`src/design/nsp_pkg.sv`:
```
// Shared types, constants and helpers for the NMEA 0183 sentence parser.
// No dependencies; imported by nsp_step and nmea_sentence_parser_core.
package nsp_pkg;

	// Sizing of the (virtual) sentence buffer and field table
	localparam int BUFFER_SIZE = 128;
	localparam int MAX_FIELDS  = 32;

	// Next-free-slot counter must be able to hold BUFFER_SIZE itself
	localparam int WPOS_W = $clog2(BUFFER_SIZE + 1);
	localparam int ARGS_W = $clog2(MAX_FIELDS + 1);

	// Fixed port widths
	localparam int BYTE_W  = 8;
	localparam int EVENT_W = 4;
	localparam int FIDX_W  = 6;
	localparam int POS_W   = 7;
	localparam int FCNT_W  = 6;

	// Characters of interest
	localparam logic [BYTE_W-1:0] CH_DOLLAR = 8'h24;
	localparam logic [BYTE_W-1:0] CH_COMMA  = 8'h2C;
	localparam logic [BYTE_W-1:0] CH_STAR   = 8'h2A;
	localparam logic [BYTE_W-1:0] CH_LF     = 8'h0A;
	localparam logic [BYTE_W-1:0] CH_CR     = 8'h0D;
	localparam logic [BYTE_W-1:0] CH_ZERO   = 8'h30;
	// 'A' - 10, so nibble 10 maps to 'A'
	localparam logic [BYTE_W-1:0] CH_HEXA_BASE = 8'h37;

	// Event codes on event_res
	typedef enum logic [EVENT_W-1:0] {
		EV_NONE      = 4'd0,
		EV_STRAY     = 4'd1,
		EV_START     = 4'd2,
		EV_FIELD     = 4'd3,
		EV_SEP       = 4'd4,
		EV_END       = 4'd5,
		EV_CK_OK     = 4'd6,
		EV_CK_ERR    = 4'd7,
		EV_CK_FOLLOW = 4'd8
	} event_t;

	// Parser phase, one-hot
	typedef enum logic [4:0] {
		PH_IDLE    = 5'b00001,
		PH_BODY    = 5'b00010,
		PH_CK1     = 5'b00100,
		PH_CK2     = 5'b01000,
		PH_DISCARD = 5'b10000
	} phase_t;

	// Architectural state carried from one byte to the next
	typedef struct packed {
		phase_t              phase;
		logic [BYTE_W-1:0]   xor_val;
		logic [WPOS_W-1:0]   wpos;
		logic [ARGS_W-1:0]   args;
		logic                ovf;
	} nsp_state_t;

	// One result item
	typedef struct packed {
		event_t              ev;
		logic [BYTE_W-1:0]   byte_out;
		logic [FIDX_W-1:0]   field_index;
		logic [POS_W-1:0]    position;
		logic [FCNT_W-1:0]   field_count;
		logic [BYTE_W-1:0]   checksum;
		logic                too_long;
	} nsp_result_t;

	// Uppercase ASCII hex digit for a nibble
	function automatic logic [BYTE_W-1:0] hex_char(input logic [3:0] nib);
		logic [BYTE_W-1:0] ext;
		ext = {4'b0000, nib};
		if (nib < 4'd10) begin
			return CH_ZERO + ext;
		end
		return CH_HEXA_BASE + ext;
	endfunction

endpackage

```
`src/design/nsp_step.sv`:
```
// Next-state and result logic of the parser for one received byte.
// Purely combinational; depends on nsp_pkg.
module nsp_step import nsp_pkg::*; (
	input  logic [BYTE_W-1:0] rx_byte,
	input  nsp_state_t        cur,
	output nsp_state_t        nxt,
	output nsp_result_t       res
);

	localparam logic [WPOS_W-1:0] BUF_END  = WPOS_W'(BUFFER_SIZE);
	localparam logic [WPOS_W-1:0] BUF_LAST = WPOS_W'(BUFFER_SIZE - 1);
	localparam logic [ARGS_W-1:0] ARG_END  = ARGS_W'(MAX_FIELDS);

	event_t            ev;
	logic [BYTE_W-1:0] bo;
	logic [ARGS_W-1:0] fi;
	logic [WPOS_W-1:0] pos;
	logic              room;
	logic              field_room;
	logic [BYTE_W-1:0] want_hi;
	logic [BYTE_W-1:0] want_lo;

	assign room       = cur.wpos < BUF_END;
	assign field_room = cur.args < ARG_END;
	assign want_hi    = hex_char(cur.xor_val[7:4]);
	assign want_lo    = hex_char(cur.xor_val[3:0]);

	// Phase decode
	always_comb begin
		nxt = cur;
		ev  = EV_NONE;
		bo  = '0;
		fi  = '0;
		pos = '0;
		case (cur.phase)
			PH_BODY: begin
				if (rx_byte == CH_COMMA) begin
					nxt.xor_val = cur.xor_val ^ rx_byte;
					if (room && field_room) begin
						ev       = EV_SEP;
						fi       = cur.args;
						pos      = cur.wpos;
						nxt.wpos = cur.wpos + 1'b1;
						nxt.args = cur.args + 1'b1;
					end else begin
						nxt.ovf = 1'b1;
					end
				end else if (rx_byte == CH_STAR || rx_byte == CH_LF || rx_byte == CH_CR) begin
					// terminator takes the last slot when the buffer is full
					ev = (rx_byte == CH_STAR) ? EV_CK_FOLLOW : EV_END;
					fi = cur.args;
					if (room) begin
						pos      = cur.wpos;
						nxt.wpos = cur.wpos + 1'b1;
					end else begin
						pos     = BUF_LAST;
						nxt.ovf = 1'b1;
					end
					nxt.phase = (rx_byte == CH_STAR) ? PH_CK1 : PH_IDLE;
				end else begin
					nxt.xor_val = cur.xor_val ^ rx_byte;
					if (room) begin
						ev       = EV_FIELD;
						bo       = rx_byte;
						fi       = cur.args;
						pos      = cur.wpos;
						nxt.wpos = cur.wpos + 1'b1;
					end else begin
						nxt.ovf = 1'b1;
					end
				end
			end
			PH_CK1: begin
				if (rx_byte == CH_LF) begin
					ev        = EV_CK_ERR;
					nxt.phase = PH_IDLE;
				end else if (rx_byte == want_hi) begin
					nxt.phase = PH_CK2;
				end else begin
					// bad first digit: swallow the next byte
					ev        = EV_CK_ERR;
					nxt.phase = PH_DISCARD;
				end
			end
			PH_CK2: begin
				ev        = (rx_byte == want_lo) ? EV_CK_OK : EV_CK_ERR;
				nxt.phase = PH_IDLE;
			end
			PH_DISCARD: begin
				nxt.phase = PH_IDLE;
			end
			default: begin
				// idle, and any unused phase code
				if (rx_byte == CH_DOLLAR) begin
					ev          = EV_START;
					nxt.wpos    = '0;
					nxt.args    = '0;
					nxt.xor_val = '0;
					nxt.ovf     = 1'b0;
					nxt.phase   = PH_BODY;
				end else begin
					ev        = EV_STRAY;
					bo        = rx_byte;
					nxt.phase = PH_IDLE;
				end
			end
		endcase
	end

	// Result fields; running values are reported after this byte's update
	always_comb begin
		res.ev          = ev;
		res.byte_out    = bo;
		res.field_index = FIDX_W'(fi);
		res.position    = POS_W'(pos);
		res.field_count = FCNT_W'(nxt.args);
		res.checksum    = nxt.xor_val;
		res.too_long    = nxt.ovf;
	end

endmodule

```
`src/design/nmea_sentence_parser_core.sv`:
```
// NMEA 0183 sentence parser: one byte in, one event out per transfer.
// A byte taken into the input register passes through nsp_step into the result
// register. Throughput: one byte per cycle while out_stall is low, since nsp_step
// updates the state combinationally; output stall holds both stages.
// Reset (arst_n low, asynchronous): both stages empty, parser idle, checksum,
// position, field count and overflow flag cleared.
module nmea_sentence_parser_core import nsp_pkg::*; (
	input  logic              clk,
	input  logic              arst_n,
	input  logic              in_valid,
	output logic              in_stall,
	input  logic [BYTE_W-1:0] rx_byte,
	output logic              out_valid,
	input  logic              out_stall,
	output logic [EVENT_W-1:0] event_res,
	output logic [BYTE_W-1:0] byte_out,
	output logic [FIDX_W-1:0] field_index,
	output logic [POS_W-1:0]  position,
	output logic [FCNT_W-1:0] field_count,
	output logic [BYTE_W-1:0] checksum_value,
	output logic              too_long
);

	logic              valid_s1;
	logic [BYTE_W-1:0] byte_s1;
	logic              valid_s2;
	nsp_result_t       res_s2;
	nsp_state_t        state_q;
	nsp_state_t        state_nxt;
	nsp_result_t       res_nxt;
	logic              adv;

	// Result register free or being drained this cycle
	assign adv      = !valid_s2 || !out_stall;
	assign in_stall = valid_s1 && !adv;

	// Input register
	always_ff @(posedge clk or negedge arst_n) begin
		if (!arst_n) begin
			valid_s1 <= 1'b0;
		end else if (!in_stall) begin
			valid_s1 <= in_valid;
		end
	end

	always_ff @(posedge clk) begin
		if (in_valid && !in_stall) begin
			byte_s1 <= rx_byte;
		end
	end

	nsp_step u_step (
		.rx_byte (byte_s1),
		.cur     (state_q),
		.nxt     (state_nxt),
		.res     (res_nxt)
	);

	// Parser state and result valid
	always_ff @(posedge clk or negedge arst_n) begin
		if (!arst_n) begin
			valid_s2      <= 1'b0;
			state_q.phase <= PH_IDLE;
			state_q.xor_val <= '0;
			state_q.wpos  <= '0;
			state_q.args  <= '0;
			state_q.ovf   <= 1'b0;
		end else if (adv) begin
			valid_s2 <= valid_s1;
			if (valid_s1) begin
				state_q <= state_nxt;
			end
		end
	end

	// Result register
	always_ff @(posedge clk) begin
		if (adv && valid_s1) begin
			res_s2 <= res_nxt;
		end
	end

	assign out_valid      = valid_s2;
	assign event_res      = res_s2.ev;
	assign byte_out       = res_s2.byte_out;
	assign field_index    = res_s2.field_index;
	assign position       = res_s2.position;
	assign field_count    = res_s2.field_count;
	assign checksum_value = res_s2.checksum;
	assign too_long       = res_s2.too_long;

	// Checks
	a_wpos_bound: assert property (@(posedge clk) disable iff (!arst_n)
		state_q.wpos <= WPOS_W'(BUFFER_SIZE))
		else $error("write position beyond buffer size");

	a_args_bound: assert property (@(posedge clk) disable iff (!arst_n)
		state_q.args <= ARGS_W'(MAX_FIELDS))
		else $error("argument count beyond field limit");

	a_start_clears: assert property (@(posedge clk) disable iff (!arst_n)
		(valid_s2 && res_s2.ev == EV_START) |->
		(!res_s2.too_long && res_s2.field_count == '0 && res_s2.checksum == '0))
		else $error("start event without cleared sentence state");

	a_sep_count: assert property (@(posedge clk) disable iff (!arst_n)
		(valid_s2 && res_s2.ev == EV_SEP) |->
		(res_s2.field_count == res_s2.field_index + 1'b1))
		else $error("separator does not advance field count");

endmodule

```
`config.mk`:
```
export PLATFORM = sky130hd
export DESIGN_NAME = nmea_sentence_parser_core
export DESIGN_NICKNAME = d
export VERILOG_FILES = /design/src/design/nsp_pkg.sv /design/src/design/nsp_step.sv /design/src/design/nmea_sentence_parser_core.sv
export SDC_FILE = /design/constraint.sdc
export NUM_CORES = 1
export LEC_CHECK = 0
export ABC_AREA = 1
export BUFFER_PORTS_ARGS = -buffer_cell sky130_fd_sc_hd__buf_4
export CORE_MARGIN = 2
export CORE_UTILIZATION = 45
export CTS_CLUSTER_DIAMETER = 30
export DETAILED_ROUTE_END_ITERATION = 8
export PLACE_DENSITY = 0.61
export SKIP_LAST_GASP = 1
export SLEW_MARGIN = 20
export SYNTH_ARGS = -nofsm -noshare
export SYNTH_HDL_FRONTEND = slang
export SYNTH_SLANG_ARGS = --single-unit
```
`constraint.sdc`:
```
create_clock -name clk -period 4.4 [get_ports clk]
set_input_delay 0 -clock clk [delete_from_list [all_inputs] [get_ports clk]]
set_output_delay 0 -clock clk [all_outputs]
set_load 0.1 [all_outputs]
```
==> impl_metrics.tcl, run 1 <==
set metrics [dict create \
    outcome "completed" \
    via_per_inst 5.20 \
    cts_resized 0 \
    num_antenna_cells 0 \
    ctsHoldBuffers 11 \
    p_per_area_nw_per_um2 508 \
    slew_headroom 0.514 \
    pwr-share-seq 0.406 \
    postRouteAntennaNets 0 \
    grt_max_degree 60 \
    internal_power_mw 1.49 \
    initial_utilization 0.461 \
    hold_path.class "input port to asynchronous set/reset pin" \
    cap_violations 0 \
    wl_per_cell_um 14.0 \
    synth-seq-cells 78 \
    clock_sink_count 78 \
    grt_pass1_vias 3360 \
    hold_slack_ns 0.124 \
    final_nets 584 \
    cp.buffers_inverters 3 \
    syn_inst 501 \
    io_pins 54 \
    power_mw 2.56 \
    avgSynthCellArea_um2 8.41 \
    synthArstFlopShare 0.385 \
    p_clk_frac 0.232 \
    place_hpwl_um 6810 \
    place_inst 656 \
    drcViolationCount 0 \
    crit_path_max_fanout 21 \
    rsz0062_at_grt "false" \
    place_area_um2 4710 \
    fmax_mhz 354 \
    yosys_warnings 0 \
    finalMaxSlewViolations 0 \
    worstPathCellList "nor2_1 -> nand4_1 -> inv_1 -> nand2_1 -> inv_1 -> nand2_1 -> o21ai_4 -> inv_2 -> a21oi_1" \
    cts_made_buffers 9 \
    swShare 0.417 \
    die_x_um 101 \
    final_common_cell "nand2_1" \
    routed_wl_um 9570 \
    layout-drive-gt1-share 0.178 \
    stdcell_count 683 \
    port_buffers 53 \
    grtUsageTotal 0.205 \
    final-hold-violation-count 0 \
    crit_start "state_q[26]$_DFFE_PN0P_" \
    period_needed_ns 2.83 \
    clk_latency_ns 0.35 \
    comb_power_share 0.362 \
    mostFrequentLayoutCells "nand2_1 (157), inv_1 (56), buf_4 (54), nand3_1 (53), edfxtp_1 (48)" \
    fp.dieH_um 101 \
    final.setup.tns_ns 0 \
    cts_setup_buffers 0 \
    core_um2 9150 \
    dieArea_um2 10200 \
    synth-main-ff-cell "edfxtp_1" \
    startpoint_type "register" \
    drtPass1Iterations 4 \
    synth_cell_types 41 \
    placementRows 35 \
    antenna_found_initial 0 \
    drtIter0Drc 162 \
    worstReg2RegStart "state_q[26]$_DFFE_PN0P_" \
    period_share 0.642 \
    fin_area_um2 5040 \
    clk_path_buf_depth 2 \
    pre_cts_slack_ns 1.64 \
    crit_arrival_ns 3.03 \
    switchingPower_mw 1.07 \
    overflow 0 \
    synth-edff-count 48 \
    slowest_delay_ns 0.77 \
    leakagePower_nw 2.32 \
    vdd_ir_drop_max_mv 0.265 \
    fin_util 0.551 \
    path_class "register to register" \
    critPathSlowestCell "inv_1" \
    grt_pass1_wl_um 16100 \
    end_kind "register" \
    cts_root_buf "clkbuf_8" \
    h-tree-depth 3 \
    setup_ws_ns 1.57 \
    gp_congestion 0.926 \
    cts_tree "built" \
    syn_nets 518 \
    via_count 3554 \
    clk_pin_slew_ns 0.08 \
    crit_required_ns 4.61 \
    setup_viol_count_final 0 \
    worst_pin_slew_ns 0.728 \
    nFillCells 833 \
    syn_to_final_growth_pct 19.5 \
    fin_worst_skew_ns 0.0107 \
    seq_area_frac_synth 0.520 \
    critPathTopFamily "buffers and inverters" \
    syn_area_um2 4220 \
]
[sequential cells by signal, summed over array words and instances (netlist names)]
signal,count
byte_s1,8
event_res,4
byte_out,8
valid_s1,1
position,7
field_index,6
field_count,6
checksum_value,8
state_q,28
out_valid,1
too_long,1
[final timing paths]
kind / endpoint / cells after the start / slack (ns)
min reg2reg: out_valid$_DFFE_PN0N_ / 2 / 0.50
max: position[6]$_SDFFCE_PN0P_ / 9 / 1.57
max in group asynchronous: state_q[23]$_DFFE_PN1P_ / 2 / 3.94
min: state_q[24]$_DFFE_PN0P_ / 2 / 0.12
min in group clk: byte_s1[7]$_DFFE_PP_ / 2 / 0.36
max reg2reg: position[6]$_SDFFCE_PN0P_ / 9 / 1.57
[cell type report]
type	count	area [um2]	share of cell area
clock buffers	12	145	0.0288
clock inverters	4	72.6	0.0144
inverters	65	249	0.0494
multi-input cells	348	1720	0.342
flip-flops and latches	78	2190	0.435
well taps	111	139	0.0276
repair buffers	65	515	0.102
[Yosys cell counts, types with 2 or more instances]
cell      instances  area (um2)
nor2_2            3        18.8
o21ai_2           4        35.0
nand2_1         157         589
inv_1            56         210
nand3_2           2        20.0
a21oi_1          17        85.1
buf_2             6        30.0
nand4_1          11        68.8
dfrtp_1          29         726
xor2_1            3        26.3
xnor2_1           3        26.3
nor2_4            2        22.5
ha_1              5        62.6
o21ai_0          17        85.1
nor2_1           43         161
nand3_1          53         265
o21ai_1           4        20.0
a211oi_1          2        15.0
o211ai_1          2        15.0
nor3_1            2        10.0
o21a_1            3        22.5
inv_2             7        26.3
nand2_4           2        22.5
edfxtp_1         48        1440
nand2_2           4        25.0
[cell families after synthesis]
group / share of synthesized area
and+or+nand+nor: 0.300
DFF: 0.520
buffers and inverters: 0.0724
AOI/OAI and AO/OA: 0.0801
xor gates and xnor gates: 0.0125
adders and majority gates: 0.0148
[per-layer routing]
layer	up-vias	routed length (um)	track usage
met5	-	0	0
met4	0	260	0.0854
met3	21	441	0.0409
met2	115	4610	0.344
met1	1631	4260	0.258
li1	1787	-	-
[power by group through the flow]
stage	sequential, mW	combinational (mW)	clock [mW]
2_1_floorplan	1.35	0.432	0
3_3_place_gp	1.05	0.910	0
3_5_place_dp	1.06	0.918	0
4_1_cts	1.04	0.929	0.603
5_1_grt	1.06	1.01	0.633
6_report	1.04	0.927	0.594
Note: power is estimated with default switching activity, not from simulation.
==> inputs of run 2 (changes only) <==
--- a/config.mk
+++ b/config.mk
@@ -5,13 +5,13 @@
 export SDC_FILE = /design/constraint.sdc
 export NUM_CORES = 1
 export LEC_CHECK = 0
-export ABC_AREA = 1
+export ABC_AREA = 0
 export BUFFER_PORTS_ARGS = -buffer_cell sky130_fd_sc_hd__buf_4
 export CORE_MARGIN = 2
 export CORE_UTILIZATION = 45
 export CTS_CLUSTER_DIAMETER = 30
 export DETAILED_ROUTE_END_ITERATION = 8
-export PLACE_DENSITY = 0.61
+export PLACE_DENSITY = 0.63
 export SKIP_LAST_GASP = 1
 export SLEW_MARGIN = 20
 export SYNTH_ARGS = -nofsm -noshare
==> constraint.sdc (replaced) <==
create_clock -name clk -period 2.52 [get_ports clk]
set_input_delay 0 -clock clk [delete_from_list [all_inputs] [get_ports clk]]
set_output_delay 0 -clock clk [all_outputs]
set_load 0.1 [all_outputs]
==> run 2 against run 1 <==
Sequential share of layout area fell by 1.7 points. Cell area up 4.1%. Via count grew 0.59%. Combinational power is 29% lower. Wire length is 11% higher. Highest routed layer unchanged. Total power grew 24%.
==> impl_metrics.tcl, run 2 <==
set metrics [dict create \
    outcome "completed" \
    setup_viol_count_final 0 \
    final.setup.tns_ns 0 \
    clk_path_buf_depth 2 \
    cts_resized 0 \
    fin_area_um2 5240 \
    syn_inst 419 \
    slew_headroom 0.603 \
    leakagePower_nw 2.16 \
    syn_to_final_growth_pct 23.1 \
    clk_pin_slew_ns 0.08 \
    yosys_warnings 0 \
    crit_required_ns 2.59 \
    num_antenna_cells 0 \
    placementRows 35 \
    synth_top_area_frac 0.338 \
    die_x_um 101 \
    end_kind "register" \
    syn_area_um2 4260 \
    grt.busiest_layer "met2" \
    final-hold-violation-count 0 \
    cap_violations 0 \
    fp.dieH_um 101 \
    period_needed_ns 2.30 \
    h-tree-depth 3 \
    cts_made_buffers 9 \
    worstReg2RegStart "state_q[19]$_DFFE_PN0P_" \
    synth_common_cells "edfxtp_1 (48), dfrtp_1 (29), nand2_1 (29), a21oi_1 (22), o21ai_0 (21)" \
    drtPass1Iterations 5 \
    synth_most_common_cell "edfxtp_1" \
    wl_per_cell_um 17.4 \
    mostFrequentLayoutCells "buf_4 (82), edfxtp_1 (48), nand2_1 (29), dfrtp_1 (29), a21oi_1 (22)" \
    port_buffers 53 \
    crit_arrival_ns 2.37 \
    synth-seq-cells 78 \
    largest_reg_flops 28 \
    groute.layer.met2.usage 0.332 \
    crit_start "state_q[19]$_DFFE_PN0P_" \
    vdd_ir_drop_max_mv 0.424 \
    rrSetupSlack_ns 0.22 \
    drtIter0Drc 245 \
    power_mw 3.19 \
    grtUsageTotal 0.216 \
    hold_slack_ns 0.130 \
    overflow 0 \
    grt_max_degree 31 \
    clk_latency_ns 0.35 \
    synthTopCellsByArea "edfxtp_1 (34%), dfrtp_1 (17%), a21oi_1 (2.6%)" \
    gp_congestion 0.891 \
    fin_util 0.570 \
    finalMaxSlewViolations 0 \
    cts_tree "built" \
    core_um2 9200 \
    seq_area_frac_synth 0.515 \
    rsz0062_at_grt "false" \
    routed_wl_um 10700 \
    hold_path.class "input port to asynchronous set/reset pin" \
    startpoint_type "register" \
    fmax_mhz 434 \
    place_area_um2 4910 \
    avgSynthCellArea_um2 10.2 \
    synth-main-ff-cell "edfxtp_1" \
    worst_pin_slew_ns 0.588 \
    ff2ff_path_depth 7 \
    grt.met3_usage 0.0366 \
    path_class "register to register" \
    postRouteAntennaNets 0 \
    crit_path_max_fanout 4 \
    p_per_area_nw_per_um2 608 \
    io_pins 54 \
    fin_worst_skew_ns 0.00962 \
    cts_setup_buffers 0 \
    synth_top_area_cell "edfxtp_1" \
    clock_sink_count 78 \
    period_share 0.914 \
    crit_end "event_res[0]$_DFFE_PP_" \
    final_common_cell "buf_4" \
    nFillCells 807 \
    initial_utilization 0.463 \
    synthArstFlopShare 0.385 \
    antenna_found_initial 0 \
    cts_root_buf "clkbuf_8" \
    drcViolationCount 0 \
    multi_input_area_um2 1860 \
    final_nets 512 \
    ctsHoldBuffers 12 \
    synth_cell_types 69 \
    synth-edff-count 48 \
    max_flop_register "state_q" \
    dieArea_um2 10300 \
    syn_nets 436 \
    place_hpwl_um 7450 \
    via_per_inst 5.85 \
    grt_pass1_wl_um 17300 \
    grt.met1_usage 0.321 \
    layout-drive-gt1-share 0.220 \
    regArea_um2 2190 \
    grt_pass1_vias 3310 \
    via_count 3575 \
    worstReg2RegEnd "event_res[0]$_DFFE_PP_" \
]
run 2: changes by cell type in the layout (fill, tap and decap cells not counted), sizes merged, moves of 12 or more:
cell,previous run,this run
nand2,163,29
nor2b,0,12
buf,54,84
inv,63,18
nor2,49,17
nand3,56,17
run 2: layout make-up:
cell class / count / share of cell area
flip-flops and latches: 78 / 0.418
clock buffers: 10 / 0.0243
repair buffers: 96 / 0.148
well taps: 111 / 0.0265
clock inverters: 6 / 0.0165
inverters: 17 / 0.0122
multi-input cells: 293 / 0.354
run 2: critical path, cell delays in order, from the launching register on:
cell and delay (ns):
dfrtp_1 0.42, inv_1 0.09, ha_1 0.32, nand4b_1 0.17
o211ai_1 0.19, o32ai_1 0.15, o31ai_1 0.52, o211ai_1 0.17
run 2: power by group:
| group | switching (mW) | internal (mW) | leakage [nW] | total, mW |
|---|---|---|---|---|
| sequential | 0.0598 | 1.44 | 0.828 | 1.50 |
| clock | 0.472 | 0.559 | 0.107 | 1.03 |
| combinational | 0.487 | 0.169 | 1.23 | 0.656 |
| total | 1.02 | 2.17 | 2.16 | 3.19 |
run 2: metrics by stage:
stage | worst slack [ns] | std cells
after floorplan | 0.0214 | 419
after global placement | 0.289 | 583
after detailed placement | 0.231 | 583
after CTS | 0.204 | 611
after global routing | 0.0220 | 611
final | 0.216 | 611
run 2: worst min-delay path by stage:
stage	end	slack (ns)	cells after the start
5_1_grt	state_q[6]$_DFFE_PN0P_	0.16	2
6_report	state_q[4]$_DFFE_PN0P_	0.13	2
3_5_place_dp	state_q[4]$_DFFE_PN0P_	-0.03	1
4_1_cts	state_q[4]$_DFFE_PN0P_	0.14	2
3_3_place_gp	state_q[4]$_DFFE_PN0P_	-0.03	1
2_1_floorplan	out_valid$_DFFE_PN0N_	-0.30	0
run 2: layer usage:
| layer | share of wire | wire length (um) |
|---|---|---|
| met5 | 0 | 0 |
| met4 | 0.0098 | 104 |
| met1 | 0.47 | 4980 |
| met3 | 0.054 | 573 |
| met2 | 0.47 | 5000 |
run 2: cells by family after synthesis:
| group | after synthesis | share of synthesized area |
|---|---|---|
| AO/OA/AOI/OAI | 121 | 0.185 |
| XOR/XNOR | 6 | 0.0123 |
| adder cells (fa/ha/maj) | 5 | 0.0147 |
| buffers and inverters | 48 | 0.0490 |
| flip-flops | 78 | 0.515 |
| multiplexers | 6 | 0.0150 |
| AND/OR/NAND/NOR | 155 | 0.209 |
